===== config.mk =====
export PLATFORM = sky130hd
export DESIGN_NAME = buzzer_beep_pattern_sequencer
export DESIGN_NICKNAME = d
export VERILOG_FILES = /design/src/hw/rtl/bbps_pkg.sv /design/src/hw/rtl/buzzer_beep_pattern_sequencer.sv
export SDC_FILE = /design/constraint.sdc
export NUM_CORES = 1
export LEC_CHECK = 0
export BUFFER_PORTS_ARGS = -buffer_cell sky130_fd_sc_hd__buf_2
export CAP_MARGIN = 30
export CORE_UTILIZATION = 55
export CTS_BUF_LIST = sky130_fd_sc_hd__clkbuf_8
export DETAILED_ROUTE_END_ITERATION = 12
export PLACE_DENSITY = 0.79
export SLEW_MARGIN = 15
export SYNTH_ARGS = -nofsm -noshare
export SYNTH_HDL_FRONTEND = slang
export SYNTH_SLANG_ARGS = --single-unit

===== constraint.sdc =====
create_clock -name clock -period 3.8 [get_ports clock]
set_input_delay 0.76 -clock clock [delete_from_list [all_inputs] [get_ports clock]]
set_output_delay 0.76 -clock clock [all_outputs]
set_load 0.1 [all_outputs]

===== src/hw/rtl/bbps_pkg.sv =====
// Package with the constants, codes and tone helpers of the buzzer beep pattern sequencer.
package bbps_pkg;

   // Build-time settings.
   localparam int unsigned CLOCK_HZ         = 12000000;
   localparam int unsigned ALARM_LOOP_TICKS = 1000;
   localparam int unsigned SILENT_DIV       = 65536;

   // Field widths.
   localparam int unsigned MODE_W   = 3;
   localparam int unsigned KIND_W   = 2;
   localparam int unsigned COUNT_W  = 15;
   localparam int unsigned HZ_W     = 10;
   localparam int unsigned PERIOD_W = 16;
   localparam int unsigned HIGH_W   = 15;
   localparam int unsigned PHASE_W  = 10;

   // Request modes.
   localparam logic [MODE_W-1:0] MODE_TICK        = 3'd0;
   localparam logic [MODE_W-1:0] MODE_VALID_KEY   = 3'd1;
   localparam logic [MODE_W-1:0] MODE_INVALID_KEY = 3'd2;
   localparam logic [MODE_W-1:0] MODE_SET_KEY     = 3'd3;
   localparam logic [MODE_W-1:0] MODE_SET_TIME    = 3'd4;
   localparam logic [MODE_W-1:0] MODE_SET_ALARM   = 3'd5;

   // Key beep kinds.
   localparam logic [KIND_W-1:0] KEY_NONE    = 2'd0;
   localparam logic [KIND_W-1:0] KEY_VALID   = 2'd1;
   localparam logic [KIND_W-1:0] KEY_INVALID = 2'd2;
   localparam logic [KIND_W-1:0] KEY_SERVICE = 2'd3;

   // Alarm kinds; the fourth code is stored but plays as silence.
   localparam logic [KIND_W-1:0] ALARM_NONE    = 2'd0;
   localparam logic [KIND_W-1:0] ALARM_WARNING = 2'd1;
   localparam logic [KIND_W-1:0] ALARM_TIPS    = 2'd2;

   // Tones in hertz.
   localparam logic [HZ_W-1:0] HZ_SILENT = 10'd0;
   localparam logic [HZ_W-1:0] HZ_200    = 10'd200;
   localparam logic [HZ_W-1:0] HZ_300    = 10'd300;
   localparam logic [HZ_W-1:0] HZ_333    = 10'd333;
   localparam logic [HZ_W-1:0] HZ_500    = 10'd500;
   localparam logic [HZ_W-1:0] HZ_666    = 10'd666;

   // Key beep timing.
   localparam logic [COUNT_W-1:0] VALID_TICKS     = 15'd10;
   localparam logic [COUNT_W-1:0] INVALID_TICKS   = 15'd40;
   localparam logic [COUNT_W-1:0] INVALID_GAP_HI  = 15'd27;
   localparam logic [COUNT_W-1:0] INVALID_GAP_LO  = 15'd13;
   localparam logic [COUNT_W-1:0] SERVICE_RELOAD  = 15'd2;

   // PWM periods, worked out at elaboration.
   localparam int unsigned PER_SILENT_I = CLOCK_HZ / SILENT_DIV;
   localparam int unsigned PER_200_I    = CLOCK_HZ / 200;
   localparam int unsigned PER_300_I    = CLOCK_HZ / 300;
   localparam int unsigned PER_333_I    = CLOCK_HZ / 333;
   localparam int unsigned PER_500_I    = CLOCK_HZ / 500;
   localparam int unsigned PER_666_I    = CLOCK_HZ / 666;
   localparam logic [PERIOD_W-1:0] PER_SILENT = PER_SILENT_I[PERIOD_W-1:0];
   localparam logic [PERIOD_W-1:0] PER_200    = PER_200_I[PERIOD_W-1:0];
   localparam logic [PERIOD_W-1:0] PER_300    = PER_300_I[PERIOD_W-1:0];
   localparam logic [PERIOD_W-1:0] PER_333    = PER_333_I[PERIOD_W-1:0];
   localparam logic [PERIOD_W-1:0] PER_500    = PER_500_I[PERIOD_W-1:0];
   localparam logic [PERIOD_W-1:0] PER_666    = PER_666_I[PERIOD_W-1:0];

   // Alarm burst windows: a burst covers start <= phase < stop.
   localparam int unsigned BURSTS = 10;
   localparam logic [PHASE_W-1:0] BURST_START [BURSTS] = '{
      10'd0, 10'd24, 10'd48, 10'd88, 10'd112, 10'd208, 10'd232, 10'd256, 10'd296, 10'd320};
   localparam logic [PHASE_W-1:0] BURST_STOP [BURSTS] = '{
      10'd16, 10'd40, 10'd64, 10'd104, 10'd128, 10'd224, 10'd248, 10'd272, 10'd312, 10'd336};

   // Result word.
   typedef struct packed {
      logic                tone_on;
      logic [HZ_W-1:0]     tone_hz;
      logic [PERIOD_W-1:0] period_count;
      logic [HIGH_W-1:0]   high_count;
      logic                pwm_written;
      logic [KIND_W-1:0]   key_type_now;
      logic [KIND_W-1:0]   alarm_type_now;
   } rsp_type;

   function automatic logic burst_on(input logic [PHASE_W-1:0] ph);
      logic hit;
      hit = 1'b0;
      for (int i = 0; i < BURSTS; i++) begin
         if (ph >= BURST_START[i] && ph < BURST_STOP[i]) begin
            hit = 1'b1;
         end
      end
      return hit;
   endfunction

   // PWM period for a tone; only the listed tones ever occur.
   function automatic logic [PERIOD_W-1:0] tone_period(input logic [HZ_W-1:0] hz);
      logic [PERIOD_W-1:0] p;
      case (hz)
         HZ_200:  p = PER_200;
         HZ_300:  p = PER_300;
         HZ_333:  p = PER_333;
         HZ_500:  p = PER_500;
         HZ_666:  p = PER_666;
         default: p = PER_SILENT;
      endcase
      return p;
   endfunction

endpackage


===== src/hw/rtl/buzzer_beep_pattern_sequencer.sv =====
// Top level of the buzzer beep pattern sequencer: state update, result register and skid stage.

// The sequencer takes one word per cycle on the req_ channel: a 10 ms tick or an event
// (key press, key type, key time, alarm type). Every word yields exactly one rsp_ word with
// the buzzer tone, its PWM period and high counts, and the current key and alarm types.
// A word's whole effect is worked out combinationally by a short compare ladder and countdown
// update, and its result is registered for rsp_, or in the skid stage while rsp_ stalls. The
// result register is backed by a one-word skid stage, so one more word is taken while a result
// waits; req_stall rises only when the skid stage is full. Sustained rate is one word per cycle
// whenever the result side keeps taking words. A key beep has priority: on a tick the key beep
// steps first and the alarm pattern steps only if no key beep is left active. Key press events are
// ignored while csr_write_data last written was 0 (sound disabled); the enable resets to 1.
module buzzer_beep_pattern_sequencer
   import bbps_pkg::*;
(
   input  logic                clock,
   input  logic                reset,

   input  logic                csr_write_enable,
   input  logic                csr_write_data,

   input  logic                req_valid,
   output logic                req_stall,
   input  logic [MODE_W-1:0]   req_mode,
   input  logic [KIND_W-1:0]   req_type_code,
   input  logic [COUNT_W-1:0]  req_key_time,

   output logic                rsp_valid,
   input  logic                rsp_stall,
   output logic                rsp_tone_on,
   output logic [HZ_W-1:0]     rsp_tone_hz,
   output logic [PERIOD_W-1:0] rsp_period_count,
   output logic [HIGH_W-1:0]   rsp_high_count,
   output logic                rsp_pwm_written,
   output logic [KIND_W-1:0]   rsp_key_type_now,
   output logic [KIND_W-1:0]   rsp_alarm_type_now
);

   // Sequencer state.
   logic                sound_enable_ff;
   logic [KIND_W-1:0]   key_kind_ff,  key_kind_in;
   logic [COUNT_W-1:0]  key_count_ff, key_count_in;
   logic [KIND_W-1:0]   alarm_kind_ff, alarm_kind_in;
   logic [PHASE_W-1:0]  alarm_phase_ff, alarm_phase_in;
   logic [HZ_W-1:0]     tone_hz_ff, tone_hz_in;

   // Output register and skid stage.
   logic                out_valid_ff;
   rsp_type             out_ff;
   logic                skid_valid_ff;
   rsp_type             skid_ff;

   logic                accept;
   logic                out_take;
   logic                written;
   logic                key_active;
   logic                alarm_run;
   logic [HZ_W-1:0]     alarm_hz;
   logic [PERIOD_W-1:0] period_in;
   rsp_type             result;

   // Only a full skid stage holds off the requester, so req_stall is a plain register.
   assign req_stall = skid_valid_ff;
   assign accept    = req_valid && !req_stall;
   assign out_take  = !out_valid_ff || !rsp_stall;

   // Next state for one word. The key step runs before the alarm step on a tick.
   always_comb begin
      key_kind_in    = key_kind_ff;
      key_count_in   = key_count_ff;
      alarm_kind_in  = alarm_kind_ff;
      alarm_phase_in = alarm_phase_ff;
      tone_hz_in     = tone_hz_ff;
      written        = 1'b0;
      key_active     = 1'b0;
      alarm_run      = 1'b0;
      alarm_hz       = HZ_SILENT;

      case (req_mode)
         MODE_TICK: begin
            written    = 1'b1;
            key_active = 1'b1;
            case (key_kind_ff)
               KEY_VALID: begin
                  tone_hz_in = (key_count_ff > VALID_TICKS) ? HZ_300 : HZ_200;
               end
               KEY_INVALID: begin
                  // Tone, then a gap of silence, then tone again.
                  if (key_count_ff > INVALID_GAP_HI) begin
                     tone_hz_in = HZ_500;
                  end else if (key_count_ff > INVALID_GAP_LO) begin
                     tone_hz_in = HZ_SILENT;
                  end else begin
                     tone_hz_in = HZ_500;
                  end
               end
               KEY_SERVICE: begin
                  // The service tone reloads its countdown so it never runs out.
                  key_count_in = SERVICE_RELOAD;
                  tone_hz_in   = HZ_333;
               end
               default: begin
                  key_active = 1'b0;
               end
            endcase

            if (key_active) begin
               if (key_count_in == '0) begin
                  tone_hz_in  = HZ_SILENT;
                  key_kind_in = KEY_NONE;
               end else begin
                  key_count_in = key_count_in - COUNT_W'(1);
               end
            end

            // The alarm step runs only when no key beep is left, including on the tick
            // where a key beep has just ended.
            if (key_kind_in == KEY_NONE) begin
               alarm_run = 1'b1;
               case (alarm_kind_ff)
                  ALARM_WARNING: alarm_hz = HZ_666;
                  ALARM_TIPS:    alarm_hz = HZ_333;
                  default:       alarm_run = 1'b0;
               endcase
               if (alarm_run) begin
                  tone_hz_in     = burst_on(alarm_phase_ff) ? alarm_hz : HZ_SILENT;
                  alarm_phase_in = alarm_phase_ff + PHASE_W'(1);
                  if (alarm_phase_in >= PHASE_W'(ALARM_LOOP_TICKS)) begin
                     alarm_phase_in = '0;
                  end
               end else begin
                  tone_hz_in = HZ_SILENT;
               end
            end
         end
         MODE_VALID_KEY: begin
            if (sound_enable_ff) begin
               key_count_in = VALID_TICKS;
               key_kind_in  = KEY_VALID;
            end
         end
         MODE_INVALID_KEY: begin
            if (sound_enable_ff) begin
               key_count_in = INVALID_TICKS;
               key_kind_in  = KEY_INVALID;
            end
         end
         MODE_SET_KEY: begin
            key_kind_in = req_type_code;
         end
         MODE_SET_TIME: begin
            key_count_in = req_key_time;
         end
         MODE_SET_ALARM: begin
            alarm_kind_in  = req_type_code;
            alarm_phase_in = '0;
         end
         default: begin
            // Unused modes change nothing.
         end
      endcase
   end

   // The PWM counts follow from the tone alone.
   assign period_in = tone_period(tone_hz_in);

   always_comb begin
      result.tone_on        = (tone_hz_in != HZ_SILENT);
      result.tone_hz        = tone_hz_in;
      result.period_count   = period_in;
      result.high_count     = (tone_hz_in == HZ_SILENT) ? '0 : period_in[PERIOD_W-1:1];
      result.pwm_written    = written;
      result.key_type_now   = key_kind_in;
      result.alarm_type_now = alarm_kind_in;
   end

   // State registers.
   always_ff @(posedge clock) begin
      if (reset) begin
         sound_enable_ff <= 1'b1;
         key_kind_ff     <= KEY_NONE;
         key_count_ff    <= '0;
         alarm_kind_ff   <= ALARM_NONE;
         alarm_phase_ff  <= '0;
         tone_hz_ff      <= HZ_SILENT;
      end else begin
         if (csr_write_enable) begin
            sound_enable_ff <= csr_write_data;
         end
         if (accept) begin
            key_kind_ff    <= key_kind_in;
            key_count_ff   <= key_count_in;
            alarm_kind_ff  <= alarm_kind_in;
            alarm_phase_ff <= alarm_phase_in;
            tone_hz_ff     <= tone_hz_in;
         end
      end
   end

   // Output register with skid stage. While the skid stage is full nothing is accepted,
   // so it drains into the output register first.
   always_ff @(posedge clock) begin
      if (reset) begin
         out_valid_ff  <= 1'b0;
         skid_valid_ff <= 1'b0;
      end else if (out_take) begin
         if (skid_valid_ff) begin
            out_valid_ff  <= 1'b1;
            skid_valid_ff <= 1'b0;
         end else begin
            out_valid_ff <= accept;
         end
      end else if (accept) begin
         skid_valid_ff <= 1'b1;
      end
   end

   always_ff @(posedge clock) begin
      if (out_take) begin
         if (skid_valid_ff) begin
            out_ff <= skid_ff;
         end else if (accept) begin
            out_ff <= result;
         end
      end else if (accept) begin
         skid_ff <= result;
      end
   end

   assign rsp_valid          = out_valid_ff;
   assign rsp_tone_on        = out_ff.tone_on;
   assign rsp_tone_hz        = out_ff.tone_hz;
   assign rsp_period_count   = out_ff.period_count;
   assign rsp_high_count     = out_ff.high_count;
   assign rsp_pwm_written    = out_ff.pwm_written;
   assign rsp_key_type_now   = out_ff.key_type_now;
   assign rsp_alarm_type_now = out_ff.alarm_type_now;

`ifndef SYNTH
   // A word in the skid stage always has an older word ahead of it.
   a_skid_behind_out: assert property (@(posedge clock) disable iff (reset)
      skid_valid_ff |-> out_valid_ff)
      else $error("skid stage holds a word while the output register is empty");

   // A stalled result with a full skid stage must not move.
   a_full_holds: assert property (@(posedge clock) disable iff (reset)
      (skid_valid_ff && rsp_stall) |=> (skid_valid_ff && $stable(out_ff)))
      else $error("buffered words moved during a stall");

   // Silence means a zero high count and a tone flag that matches the frequency.
   a_tone_consistent: assert property (@(posedge clock) disable iff (reset)
      out_valid_ff |-> ((out_ff.tone_on == (out_ff.tone_hz != HZ_SILENT)) &&
                        (out_ff.tone_on || out_ff.high_count == '0)))
      else $error("tone flag, frequency and high count disagree");

   // The alarm phase stays inside its loop.
   a_phase_in_loop: assert property (@(posedge clock) disable iff (reset)
      alarm_phase_ff < PHASE_W'(ALARM_LOOP_TICKS))
      else $error("alarm phase left its loop");

   // A service beep keeps its countdown reloaded after every tick.
   a_service_reload: assert property (@(posedge clock) disable iff (reset)
      (accept && req_mode == MODE_TICK && key_kind_ff == KEY_SERVICE)
      |=> (key_count_ff == SERVICE_RELOAD - COUNT_W'(1)))
      else $error("service beep countdown not reloaded");
`endif

endmodule

==> flow_metrics.tcl <==
set metrics [dict create \
    drv_slew 0 \
    nets 747 \
    syn2layout_area_growth_pct 14.83 \
    critical_path_class "reg -> reg" \
    drtPass1Iterations 5 \
    crit_chain "and2_1 -> nor2_1 -> ha_1 -> nor3b_1 -> and4_1 -> or2_1 -> o211ai_1 -> nand2_1 -> or4_1 -> a21o_4 -> inv_4 -> nor2_2 -> mux2_2" \
    syn_inst 644 \
    setup-violations-final 0 \
    crit_path_max_incr_delay_ns 0.68 \
    avgViaCountPerCell 5.872 \
    tritoncts "yes" \
    grt_use_total 0.2488 \
    finClkSkew_ns 0.009718 \
    yosysWarningCount 0 \
    worst_path_max_delay_cell "or4_1" \
    cts.clk_slew.worst_paths_ns 0.08 \
    worstMarginPinSlew_ns 0.8657 \
    clock_latency_ns 0.45 \
    place_congestion 0.9363 \
    relSlewSlack 0.4229 \
    h-tree-depth 4 \
    pin_count 75 \
    cts_hold_buffers 0 \
    stdcell_count 872 \
    fin_crit_ns 3.561 \
    remaining_drc_errors 0 \
    synth.area.top_cells "edfxtp_1 (41%), dfxtp_1 (13%), nor2_1 (4.0%)" \
    wl_per_cell_um 16.15 \
    core_area_um2 11420 \
    grt_max_degree 66 \
    initial_core_util 0.5651 \
    rows 39 \
    syn_area_um2 6452 \
    critPathLaunchType "flip-flop" \
    vias 5120 \
    reg2reg_depth 13 \
    routed_wl_um 14090 \
    antenna_found_initial 0 \
    root_buffer "clkbuf_8" \
    async_reset_ff_frac 0 \
    power-per-cell-area_nw_per_um2 469.9 \
    hp-start "tone_hz_ff[2]" \
    post_cts.repair.setup_buffers 0 \
    dpl_cell_area_um2 7003 \
    drt_iter0_markers 520 \
    ir_worst_vdd_v 0.0003436 \
    fin_crit_sh 0.9371 \
    seq_area_frac_synth 0.5398 \
    path_max_fanout 7 \
    rr_startpoint "key_kind_ff[1]" \
    cts_num_sinks 130 \
    die_height_um 110.3 \
    final.setup.tns_ns 0 \
    cts_made_buffers 17 \
    rsz0062_at_grt "no" \
    grt_pass1_vias 4677 \
    yosysMostFrequentCell "edfxtp_1" \
    avgSynthCellArea_um2 10.02 \
    hpwl_um 9739 \
    synth_ff_type "edfxtp_1" \
    whs_path_depth 2 \
    yosysTopAreaCell "edfxtp_1" \
    cts_buffer_depth 2 \
    hp-class "reg -> reg" \
    overflow 0 \
    fmax_mhz 280.8 \
    synth.distinct_cells 70 \
    crit_path_start "key_kind_ff[1]" \
    die_w_um 110.3 \
    outcome "completed" \
    antenna_cells 0 \
    crit_arrival_ns 3.77 \
    ys_ff_latch 130 \
    fillerInstances 918 \
    yosysTopAreaCellShare 0.4095 \
    drive_gt1_frac 0.2222 \
    grt_first_pass_wirelength_um 22700 \
    drv_cap 0 \
    required_ns 4.01 \
    leakage_uw 0.002876 \
    final_util 0.6489 \
    placed_cells_incl_taps 840 \
    port_buffers 72 \
    design_area_um2 7410 \
    hold_viol_final 0 \
    hold_slack_ns 0.4825 \
    end_kind "flip-flop" \
    die_area_um2 12170 \
    synth_edf_count 88 \
    synthTopCellsByCount "edfxtp_1 (88), nor2_1 (69), nand2_1 (62)" \
    drtAntennaViolNets 0 \
]
## power breakdown
group / switching, uW / internal, uW
clock network: 538 / 617
logic: 517 / 178
registers: 42.0 / 1590
## critical path, delay by kind of cell, from the launching register on
family,cells,cell delay (ns)
fa+ha+maj,1,0.20
compound gates,2,0.49
flops,1,0.38
buf+inv,1,0.08
simple gates,8,1.91
mux,1,0.26
## state kept, by name, indices dropped and copies added, names as in the netlist
register            count
rsp_tone_hz            10
rsp_tone_on             1
skid_ff                44
alarm_kind_ff           2
rsp_pwm_written         1
alarm_phase_ff         10
rsp_valid               1
key_count_ff           15
req_stall               1
sound_enable_ff         1
rsp_key_type_now        2
rsp_high_count         14
rsp_alarm_type_now      2
key_kind_ff             2
rsp_period_count       14
tone_hz_ff             10
## area by class of cell
type                    count  area (um2)  area share
repair buffers             96       540.5     0.07295
clock inverters            13       138.9     0.01874
inverters                  28       107.6     0.01452
multi-input cells         443        2698      0.3641
clock buffers              19       261.5     0.03529
flip-flops and latches    130        3485      0.4703
well taps                 143       178.9     0.02415
## cell families after synthesis
| group | share of synthesized area |
|---|---|
| flip-flops | 0.5398 |
| other | 0.0005812 |
| buffers and inverters | 0.04654 |
| multiplexers | 0.03801 |
| AND/OR/NAND/NOR | 0.1763 |
| AO/OA/AOI/OAI | 0.1809 |
| XOR/XNOR | 0.008144 |
| adder cells (fa/ha/maj) | 0.009696 |
## cells in the final DEF, fill, tap and decap left out, drive strengths merged, types with 6 or more instances in the layout
master   n
a211oi  19
a21o     9
a21oi   43
a22oi    9
a31oi    6
and2     7
buf     96
clkbuf  19
clkinv   6
dfxtp   42
edfxtp  88
inv     31
mux2    20
nand2   62
nand2b   6
nand3   14
nor2    70
nor2b    9
nor3    18
o211ai   8
o21ai   41
o31ai    9
or3      9
## per-stage QoR
step	setup slack [ns]	power [uW]
after CTS	0.1500	3504
final	0.2389	3482
after global placement	0.1512	2341
after floorplan	0.007905	2207
after detailed placement	0.1083	2353
after global routing	0.001188	3629
## path summary, 6_finish.rpt
| kind | end | slack, ns |
|---|---|---|
| min reg2reg | tone_hz_ff[2] | 0.48 |
| min | tone_hz_ff[2] | 0.48 |
| max reg2reg | rsp_period_count[5] | 0.24 |
| max | rsp_period_count[5] | 0.24 |
## metal layers
metal / vias to the layer above / track usage / part of all wire
met5: - / 0 / 0
met1: 2397 / 0.3285 / 0.45
met4: 0 / 0.1100 / 0.024
met3: 32 / 0.06467 / 0.056
met2: 174 / 0.3860 / 0.47
li1: 2517 / - / -
## repair_timing
action	in CTS	in global routing
hold endpoints to repair	0	0
endpoints found under the setup margin	0	8
gates resized for setup	0	1
(Power assumes the default switching activity.)
